<file path="src/rtl/core/aff_pkg.sv">
// ----------------------------------------------------------------------------
// aff_pkg: shared types and constants of the affine point transform
// Widths of the Q16.16 datapath, register indexes and reset values, and
// the stage-enable bundle that the pipeline control hands to the row units.
// ----------------------------------------------------------------------------
package aff_pkg;

  localparam int COORD_W   = 32;                     // Q16.16 coordinate
  localparam int FRAC_BITS = 16;
  localparam int PROD_W    = 2 * COORD_W;            // full product
  localparam int SUM_W     = PROD_W + 2;             // three products plus offset
  localparam int QUOT_W    = SUM_W - FRAC_BITS;      // sum after the floor shift
  localparam int NUM_AXES  = 3;

  localparam int CFG_W     = 64;
  localparam int CFG_IDX_W = 3;
  localparam int NUM_REGS  = 6;

  // Configuration register indexes
  localparam logic [CFG_IDX_W-1:0] REG_ROW0_COLS01 = 3'd0;
  localparam logic [CFG_IDX_W-1:0] REG_ROW0_COLS23 = 3'd1;
  localparam logic [CFG_IDX_W-1:0] REG_ROW1_COLS01 = 3'd2;
  localparam logic [CFG_IDX_W-1:0] REG_ROW1_COLS23 = 3'd3;
  localparam logic [CFG_IDX_W-1:0] REG_ROW2_COLS01 = 3'd4;
  localparam logic [CFG_IDX_W-1:0] REG_ROW2_COLS23 = 3'd5;

  // Reset values form the identity transform
  localparam logic [CFG_W-1:0] RST_ROW0_COLS01 = 64'h0000_0000_0001_0000;
  localparam logic [CFG_W-1:0] RST_ROW0_COLS23 = 64'h0000_0000_0000_0000;
  localparam logic [CFG_W-1:0] RST_ROW1_COLS01 = 64'h0001_0000_0000_0000;
  localparam logic [CFG_W-1:0] RST_ROW1_COLS23 = 64'h0000_0000_0000_0000;
  localparam logic [CFG_W-1:0] RST_ROW2_COLS01 = 64'h0000_0000_0000_0000;
  localparam logic [CFG_W-1:0] RST_ROW2_COLS23 = 64'h0000_0000_0001_0000;

  localparam logic signed [COORD_W-1:0] COORD_MAX = 32'sh7FFF_FFFF;
  localparam logic signed [COORD_W-1:0] COORD_MIN = 32'sh8000_0000;

  // Load enables of the three datapath stages
  typedef struct packed {
    logic mul_en;
    logic add_en;
    logic out_en;
  } pipe_ctrl_t;

  // Occupancy of the three stages, stage 0 first
  typedef struct packed {
    logic [2:0] valid;
  } pipe_stat_t;

endpackage

</file>
<file path="src/rtl/core/aff_ctrl.sv">
// ----------------------------------------------------------------------------
// aff_ctrl: valid tracking and stall control of the three-stage pipeline
// Each stage loads when it is empty or when the stage after it moves on,
// so bubbles collapse and a stall at the output loses nothing.
// ----------------------------------------------------------------------------
module aff_ctrl import aff_pkg::*; (
  input  logic       clk,
  input  logic       rst,
  input  logic       in_valid,
  output logic       in_ready,
  output logic       out_valid,
  input  logic       out_ready,
  output pipe_ctrl_t ctrl,
  output pipe_stat_t stat
);

  logic [2:0] valid;
  logic [2:0] load;

  always_comb begin
    load[2] = !valid[2] || out_ready;
    load[1] = !valid[1] || load[2];
    load[0] = !valid[0] || load[1];
  end

  always_ff @(posedge clk) begin
    if (rst) begin
      valid <= '0;
    end else begin
      if (load[0]) valid[0] <= in_valid;
      if (load[1]) valid[1] <= valid[0];
      if (load[2]) valid[2] <= valid[1];
    end
  end

  assign in_ready    = load[0];
  assign out_valid   = valid[2];
  assign ctrl.mul_en = load[0];
  assign ctrl.add_en = load[1];
  assign ctrl.out_en = load[2];
  assign stat.valid  = valid;

endmodule

</file>
<file path="config.mk">
export PLATFORM = sky130hd
export DESIGN_NAME = aff_ctrl
export DESIGN_NICKNAME = d
export VERILOG_FILES = /design/src/rtl/core/aff_pkg.sv /design/src/rtl/core/aff_ctrl.sv
export SDC_FILE = /design/constraint.sdc
export NUM_CORES = 1
export LEC_CHECK = 0
export BUFFER_PORTS_ARGS = -buffer_cell sky130_fd_sc_hd__buf_2
export CAP_MARGIN = 20
export CORE_AREA = 2 2 39 41
export CTS_CLUSTER_DIAMETER = 100
export CTS_CLUSTER_SIZE = 14
export DETAILED_ROUTE_END_ITERATION = 16
export DIE_AREA = 0 0 41 43
export PLACE_DENSITY_LB_ADDON = 0.12
export SYNTH_ARGS = -nofsm -noshare
export SYNTH_HDL_FRONTEND = slang
export SYNTH_SLANG_ARGS = --single-unit
</file>
<file path="constraint.sdc">
create_clock -name clk -period 1.7 [get_ports clk]
set_input_delay 0.17 -clock clk [delete_from_list [all_inputs] [get_ports clk]]
set_output_delay 0.17 -clock clk [all_outputs]
set_load 0.005 [all_outputs]
</file>
=== After elaboration in Yosys (flattened, before gate mapping) ===
Cells that the tools add are included.

* Register bits: 3

* Reductions and logical operators: 6

{| class="wikitable"
|+ Operator list
! kind !! number
|-
| $logic_not 1->1 || 3
|-
| $logic_or 1x1->1 || 3
|}

=== Depth between registers and ports, before layout ===
Gate-level depths: netlist of the first run.

* Depth after elaboration: 4
* Gate-level depth with buffers: 2
* Gate-level depth less buffers: 2

=== Worst setup path after synthesis of the first run ===
OpenSTA, ideal clock, no wires.

* Path type: reg-to-output
* Start: register valid[2] (netlist: stat[2])
* End: output ctrl[2] in the netlist's numbering
* Arrival time: 705 ps
* Required time: 1,530 ps
* Path slack: 825 ps
* Stages on the path, launching flop included: 3
* Path buffers: 1
* Path through: dfxtp_1 nand4b_1 buf_4

* Cells in the longest elaborated chain, start to end: 4

{| class="wikitable"
|+ RTL lines
! what !! line !! text
|-
| start, declared || aff_ctrl.sv:17 || <nowiki>logic [2:0] valid;</nowiki>
|-
| start signal, assigned || aff_ctrl.sv:32 || <nowiki>if (load[2]) valid[2] <= valid[1];</nowiki>
|-
| $logic_not 1->1 || aff_ctrl.sv:21 || <nowiki>load[2] = !valid[2] || out_ready;</nowiki>
|-
| $logic_or 1x1->1 || aff_ctrl.sv:21 ||
|-
| $logic_or 1x1->1 || aff_ctrl.sv:22 || <nowiki>load[1] = !valid[1] || load[2];</nowiki>
|-
| $logic_or 1x1->1 || aff_ctrl.sv:23 || <nowiki>load[0] = !valid[0] || load[1];</nowiki>
|-
| end, declared || aff_ctrl.sv:13 || <nowiki>output pipe_ctrl_t ctrl,</nowiki>
|}

No other way between the ends.

=== Worst setup path after layout of the first run ===
* Start: register valid[2] (netlist: stat[2])
* End: output in_ready

* Cells in the longest elaborated chain, start to end: 4

{| class="wikitable"
|+ RTL lines
! what !! line !! text
|-
| $logic_not 1->1 || aff_ctrl.sv:21 ||
|-
| $logic_or 1x1->1 || aff_ctrl.sv:21 ||
|-
| $logic_or 1x1->1 || aff_ctrl.sv:22 ||
|-
| $logic_or 1x1->1 || aff_ctrl.sv:23 ||
|-
| end, declared || aff_ctrl.sv:10 || <nowiki>output logic in_ready,</nowiki>
|}

No other way between the ends.

==> results_dict.tcl, run 1 <==
set metrics [dict create \
    clock_skew_ns 0.0001380 \
    finalCritPeriodShare 0.6348 \
    drv_cap 0 \
    netlist_area_um2 123.9 \
    synth_sequential_area_ratio 0.4848 \
    top_layer "met3" \
    nets 32 \
    grt_max_degree 6 \
    reg2reg_slack_ns 0.95 \
    first_pass_iters 2 \
    postCtsResizedCells 0 \
    synth.largest_area_cell "dfxtp_1" \
    layout-area-overhead-vs-synth_pct 69.70 \
    drt_iter0_drc 1 \
    gr-total-overflow 0 \
    worst_pin_slew_ns 0.1448 \
    drc 0 \
    worstReg2RegStart "stat[2]" \
    min_to "stat[2]" \
    cp.required_ns 1.53 \
    synthCells 14 \
    dp_hpwl_um 282.9 \
    num_antenna_cells 0 \
    wl_met2_um 190 \
    final_core_util 0.1519 \
    htreeDepth 1 \
    hp-start "rst" \
    drive_above_1_share 0.5185 \
    vias 135 \
    grt_pass1_wl_um 517 \
    grtUsageTotal 0.05221 \
    synth_seq_cells 3 \
    insertion_delay_ns 0.23 \
    startpoint_type "flip-flop" \
    clkSinkCount 3 \
    maxSlewViolCount 0 \
    wl_per_cell_um 7.767 \
    ctsHoldBuffers 0 \
    cts_buffers 3 \
    stdcell_count 43 \
    grt_pass1_vias 155 \
    largest_reg_flops 3 \
    post_synth.cell_area_avg_um2 8.848 \
    antenna_found_initial 0 \
    dp_cells 39 \
    holdPathStages 2 \
    finalHoldViolCount 0 \
    synth_fp_nets 18 \
    num_rows 14 \
    die_h_um 43 \
    r2r.worst_path.cells 2 \
    core_area_um2 1384 \
    viasPerCell 3.140 \
    reg2reg_to "stat[0]" \
    fp.dieW_um 41 \
    power.density_nw_per_um2 1019 \
    p_total_mw 0.2141 \
    worstPathArrival_ns 0.91 \
    netlist_top_cells_area "dfxtp_1 (48%), a21oi_1 (12%), buf_4 (12%)" \
    post-route-cell-area_um2 210.2 \
    drt_wl_total_um 334 \
    ys_types 7 \
    clockBufferDepth 2 \
    cp-end-kind "output pin" \
    outcome "completed" \
    cts_tree "yes" \
    max_freq_mhz 926.6 \
    postRouteAntennaNets 0 \
    tns_ns 0 \
    finalHoldWorstSlack_ns 0.1314 \
    initial_core_util 0.08951 \
    route.met3.wl_um 49 \
    fin_ws_ns 0.6208 \
    path_class "flip-flop to output pin" \
    slew_headroom 0.9033 \
    finalWeightedCongestion 0.5634 \
    pre_cts_ws_ns 0.8342 \
    met1_length_um 95 \
    cts_root_buf "clkbuf_4" \
    hold_class "primary input to flip-flop" \
    p_leak_nw 0.09800 \
    rsz0062_at_grt "false" \
    yosysTopAreaCellShare 0.4848 \
    dieArea_um2 1763 \
    fin_crit_ns 1.079 \
    synth_warnings 0 \
    post_cts_buffers 0 \
    setup-violations-final 0 \
    ios 12 \
    cp_max_fo 5 \
    ir_drop_v 0.0001555 \
    clk_pin_slew_ns 0.04 \
    dpl-instance-area_um2 183.9 \
    io_buffers 11 \
]
## critical path, cell delays in order, from the launching register on
cell,delay (ns)
dfxtp_1,0.37
nand4b_1,0.15
buf_2,0.16
## Yosys cell counts, drive strengths merged
cell type and instances:
a21oi 3, nand3b 1, nand2b 1, buf 2
dfxtp 3, nand4b 1, inv 3
## power breakdown
part | internal, mW | total (mW) | switching [mW]
logic | 0.00803 | 0.0140 | 0.00593
registers | 0.0741 | 0.0769 | 0.00273
clock network | 0.0879 | 0.123 | 0.0354
## cell usage in the layout, fill, tap and decap left out
cell type / n
a21oi_1: 3
buf_2: 11
clkbuf_1: 1
clkbuf_4: 3
dfxtp_1: 3
inv_1: 3
nand2b_1: 1
nand3b_1: 1
nand4b_1: 1
## logic make-up (layout without fill, tap and decap cells)
group	Yosys count	in the layout	synth area share
buf+inv	5	18	0.2121
compound gates	3	3	0.1212
flops	3	3	0.4849
simple gates	3	3	0.1819
## how the worst max path moves through the flow
stage / end / slack, ns / from
2_1_floorplan: ctrl[2] / 0.83 / stat[2]
3_3_place_gp: ctrl[2] / 0.84 / stat[2]
3_5_place_dp: in_ready / 0.83 / stat[2]
4_1_cts: in_ready / 0.59 / stat[2]
5_1_grt: in_ready / 0.54 / stat[2]
6_report: in_ready / 0.62 / stat[2]
## per-layer routing
| layer | up-vias | GRT usage |
|---|---|---|
| li1 | 69 | - |
| met1 | 61 | 0.01929 |
| met2 | 5 | 0.08125 |
| met3 | 0 | 0.04188 |
| met4 | 0 | 0.08000 |
| met5 | - | 0 |
## area by class of cell
type	count	area [µm²]
sequential	3	60.06
inverter	3	11.26
timing repair buffer	11	55.05
multi-input combinational	6	37.54
tap	16	20.02
fill	169	1174
clock buffer	4	26.28
No activity file was read; power rests on OpenSTA's default activity.
==> run 2: changes to the inputs <==
Clock period 1.7 ns to 1 ns, I/O delays scaled along.
==> results_dict.tcl, run 2 (synthesis results as in run 1) <==
set metrics [dict create \
    grt_max_degree 6 \
    reg2reg_to "stat[0]" \
    p_total_mw 0.3635 \
    gr-total-overflow 0 \
    setup-violations-final 0 \
    first_pass_iters 1 \
    max_freq_mhz 1052 \
    viasPerCell 3.196 \
    layout_common_cells "buf_2 (11), inv_1 (3), a21oi_1 (3), clkbuf_4 (3), buf_4 (3)" \
    worstReg2RegStart "stat[1]" \
    drc 0 \
    clockBufferDepth 2 \
    slowest_stage "dfxtp_2" \
    largest_reg_flops 3 \
    fillerInstances 167 \
    wl_per_cell_um 7.739 \
    layout_commonest_cell "buf_2" \
    clk_pin_slew_ns 0.04 \
    startpoint_type "flip-flop" \
    nets 35 \
    finalCritPeriodShare 0.9503 \
    htreeDepth 1 \
    cts_buffers 3 \
    slew_headroom 0.9160 \
    rsz0062_at_grt "true" \
    clock_skew_ns 0.001463 \
    power.density_nw_per_um2 1521 \
    drive_above_1_share 0.6667 \
    pre_cts_ws_ns 0.1981 \
    fin_ws_ns 0.04966 \
    reg2reg_slack_ns 0.18 \
    path_class "flip-flop to output pin" \
    cts_root_buf "clkbuf_4" \
    worstPathCellList "nand4b_1, buf_2" \
    finalWeightedCongestion 0.5644 \
    drt_iter0_drc 0 \
    ios 12 \
    grtUsageTotal 0.05321 \
    drt_wl_total_um 356 \
    dpl-instance-area_um2 183.9 \
    antenna_found_initial 0 \
    worst_path_largest_cell_delay_ns 0.33 \
    worstPathArrival_ns 0.85 \
    clkSinkCount 3 \
    dieArea_um2 1763 \
    ir_drop_v 0.0003286 \
    min_to "stat[2]" \
    drv_cap 0 \
    cp_max_fo 3 \
    worst_pin_slew_ns 0.1253 \
    hp-start "rst" \
    finalHoldWorstSlack_ns 0.05577 \
    finalHoldViolCount 0 \
    cts_tree "yes" \
    r2r.worst_path.cells 3 \
    fp.dieW_um 41 \
    hold_class "primary input to flip-flop" \
    core_area_um2 1384 \
    p_leak_nw 0.1142 \
    cp.required_ns 0.90 \
    die_h_um 43 \
    grt_pass1_vias 157 \
    post-route-cell-area_um2 239.0 \
    insertion_delay_ns 0.23 \
    initial_core_util 0.08951 \
    layout-area-overhead-vs-synth_pct 92.93 \
    cp-end-kind "output pin" \
    vias 147 \
    postRouteAntennaNets 0 \
    holdPathStages 2 \
    num_antenna_cells 0 \
    grt_pass1_wl_um 572 \
    io_buffers 11 \
    outcome "completed" \
    maxSlewViolCount 0 \
    num_rows 14 \
    ctsHoldBuffers 0 \
    fin_crit_ns 0.9503 \
]
-- run 2: cell count changes in the layout (fill, tap and decap cells not counted), sizes merged --
cell,delta
buf,+3
-- run 2: how the worst max path moves through the flow --
| stage | startpoint | to | slack [ns] | cells after the start |
|---|---|---|---|---|
| after detailed placement | stat[2] | ctrl[2] | 0.20 | 2 |
| after global placement | stat[2] | in_ready | 0.22 | 2 |
| after CTS | stat[2] | ctrl[2] | 0.0003 | 2 |
| after global routing | stat[1] | ctrl[2] | -0.009 | 2 |
| final | stat[1] | ctrl[2] | 0.05 | 2 |
| after floorplan | stat[2] | ctrl[2] | 0.20 | 2 |
-- run 2: cell type report --
class / count / area (µm²) / share of cell area
tap: 16 / 20.02 / 0.08377
timing repair buffer: 14 / 77.57 / 0.3246
sequential: 3 / 66.31 / 0.2775
clock buffer: 4 / 26.28 / 0.1099
inverter: 3 / 11.26 / 0.04712
multi-input combinational: 6 / 37.54 / 0.1571
-- run 2: through the flow --
step | std cells | setup TNS (ns) | utilization
4_1_cts | 44 | 0 | 0.1591
6_report | 46 | 0 | 0.1727
2_1_floorplan | 14 | 0 | -
3_3_place_gp | 39 | 0 | 0.1329
3_5_place_dp | 39 | 0 | 0.1329
5_1_grt | 46 | -0.01728 | 0.1727
-- run 2: per-layer routing --
metal	vias up	part of all wire	global-route usage
met5	-	0	0
met1	68	0.31	0.03537
met4	0	0	0.06000
met3	0	0.090	0.03141
li1	74	-	-
met2	5	0.59	0.08438
-- run 2: where the power goes --
group	leakage (nW)	internal, mW	total, mW	switching (mW)
registers	0.0261	0.125	0.129	0.00401
clock network	0.0150	0.149	0.205	0.0558
logic	0.0731	0.0176	0.0293	0.0117
-- run 2: timing repair --
item / in CTS / in global routing
buffers inserted: 1 / 2
resized for setup: 2 / 2
setup endpoints to repair: 2 / 2
pin swaps: 1 / 1
-- run 2: critical path, delay by kind of cell, from the launching register on --
family / cells / cell delay [ns]
buffers and inverters: 1 / 0.16
flip-flops: 1 / 0.33
AND/OR/NAND/NOR: 1 / 0.14
==> run 3: changes to the inputs <==
Settings changed: REMOVE_ABC_BUFFERS set to 1.
Clock period 1 ns to 0.8 ns, I/O delays scaled along.
==> results_dict.tcl, run 3 (synthesis results as in run 1) <==
set metrics [dict create \
    outcome "finished with violations" \
    violations "setup timing" \
    drv_cap 0 \
    gr-total-overflow 0 \
    reg2reg_to "stat[0]" \
    grt.busiest_layer "met1" \
    startpoint_type "flip-flop" \
    grt_util_met3 0.03141 \
    setup-violations-final 8 \
    final_core_util 0.2188 \
    dp_hpwl_um 285.1 \
    slew_headroom 0.8931 \
    vias 162 \
    postRouteAntennaNets 0 \
    die_h_um 43 \
    use_met2 0.05313 \
    io_buffers 11 \
    worstSetupStartpoint "stat[2]" \
    cp-end-kind "output pin" \
    grt_pass1_vias 137 \
    r2r.worst_path.cells 3 \
    slowest_stage "dfxtp_4" \
    wl_per_cell_um 7.939 \
    initial_core_util 0.08951 \
    finalWeightedCongestion 0.6163 \
    met1_usage 0.06410 \
    worstPathArrival_ns 0.91 \
    ctsHoldBuffers 0 \
    cp_max_fo 4 \
    clock_skew_ns 0.006599 \
    largest_reg_flops 3 \
    grt_max_degree 5 \
    fin_crit_ns 0.9878 \
    cp.required_ns 0.72 \
    clkSinkCount 3 \
    fp.dieW_um 41 \
    drc 0 \
    power.switching_mw 0.1022 \
    drt_wl_total_um 389 \
    rsz0062_at_grt "true" \
    ios 12 \
    num_antenna_cells 0 \
    max_freq_mhz 1012 \
    p_sw_frac 0.2119 \
    reg2reg_slack_ns -0.04 \
    htreeDepth 1 \
    grt_pass1_wl_um 545 \
    internal_power_mw 0.3800 \
    worstReg2RegStart "stat[2]" \
    hold_class "primary input to flip-flop" \
    maxSlewViolCount 0 \
    clk_pin_slew_ns 0.04 \
    clockBufferDepth 2 \
    tns_ns -0.9991 \
    pwr-share-clk 0.544 \
    layout_commonest_cell "buf_2" \
    combPwrFrac 0.118 \
    layout_common_cells "buf_2 (8), buf_4 (5), buf_6 (4)" \
    first_pass_iters 1 \
    min_to "stat[0]" \
    drt_iter0_drc 0 \
    layout-area-overhead-vs-synth_pct 144.4 \
    finalCritPeriodShare 1.235 \
    worst_pin_slew_ns 0.1595 \
    ir_drop_v 0.0005381 \
    worst_path_largest_cell_delay_ns 0.35 \
    num_rows 14 \
    dieArea_um2 1763 \
    hp-start "rst" \
    worstPathCellList "nand4b_1, buf_2" \
    path_class "flip-flop to output pin" \
    insertion_delay_ns 0.23 \
    viasPerCell 3.306 \
    core_area_um2 1384 \
    antenna_found_initial 0 \
    holdPathStages 2 \
    nets 38 \
    drive_above_1_share 0.8182 \
    power.density_nw_per_um2 1592 \
    cts_tree "yes" \
    finalHoldViolCount 0 \
    p_seq_frac 0.338 \
    p_total_mw 0.4822 \
    cts_root_buf "clkbuf_4" \
    p_leak_nw 0.1395 \
    cts_buffers 3 \
    grtUsageTotal 0.05216 \
    fin_ws_ns -0.1878 \
]
==> run 3: cell count changes in the layout (fill, tap and decap cells not counted) <==
| cell | previous run | this run |
|---|---|---|
| nand2b_4 | 0 | 1 |
| nand2b_1 | 1 | 0 |
| buf_6 | 0 | 4 |
| buf_2 | 11 | 8 |
| a21oi_1 | 3 | 0 |
| a21oi_2 | 0 | 3 |
| buf_4 | 3 | 5 |
==> run 3: power by group through the flow <==
stage          clock network [mW]  registers (mW)  logic (mW)
2_1_floorplan                   0           0.166     0.00877
6_report                    0.262           0.163      0.0569
4_1_cts                     0.278           0.165      0.0379
3_3_place_gp                    0           0.166      0.0306
3_5_place_dp                    0           0.167      0.0300
5_1_grt                     0.286           0.164      0.0634
==> run 3: through the flow <==
stage                     hold slack [ns]  cell area (µm²)  instances  setup WS, ns
final                             0.04798            302.8         49       -0.1878
after CTS                         0.02106            242.7         46       -0.1960
after floorplan                    0.1491            108.9         12      -0.01509
after detailed placement           0.2808            183.9         39      0.008846
after global placement             0.2825            183.9         39       0.04202
after global routing              0.05487            302.8         49       -0.2266
==> run 3: layer usage <==
metal  share of wire  wire [µm]
met5               0          0
met3            0.17         66
met4               0          0
met2            0.36        139
met1            0.47        183
==> run 3: how the worst max path moves through the flow <==
stage | to | slack, ns | depth (start not counted)
after floorplan | stat[0] | -0.02 | 2
after global placement | in_ready | 0.04 | 2
after detailed placement | in_ready | 0.009 | 2
after CTS | in_ready | -0.20 | 2
after global routing | ctrl[2] | -0.23 | 2
final | ctrl[2] | -0.19 | 2
==> run 3: worst max-delay path, delay by kind of cell (launching register included) <==
family                 cells  cell delay, ns
DFF                        1            0.35
buffers and inverters      1            0.17
and+or+nand+nor            1            0.16
==> run 3: layout make-up <==
cell class / instances / area [µm²]
clock buffers: 4 / 26.28
fillers: 162 / 1081
inverters: 3 / 11.26
multi-input cells: 6 / 56.30
flip-flops and latches: 3 / 66.31
well taps: 16 / 20.02
repair buffers: 17 / 122.6
==> run 3: what timing repair did <==
item                       4_1_cts  5_1_grt
cloned                           0        0
setup buffers                    3        3
gates resized for setup          4        8
pin swaps                        2        3
setup endpoints to repair        8       10
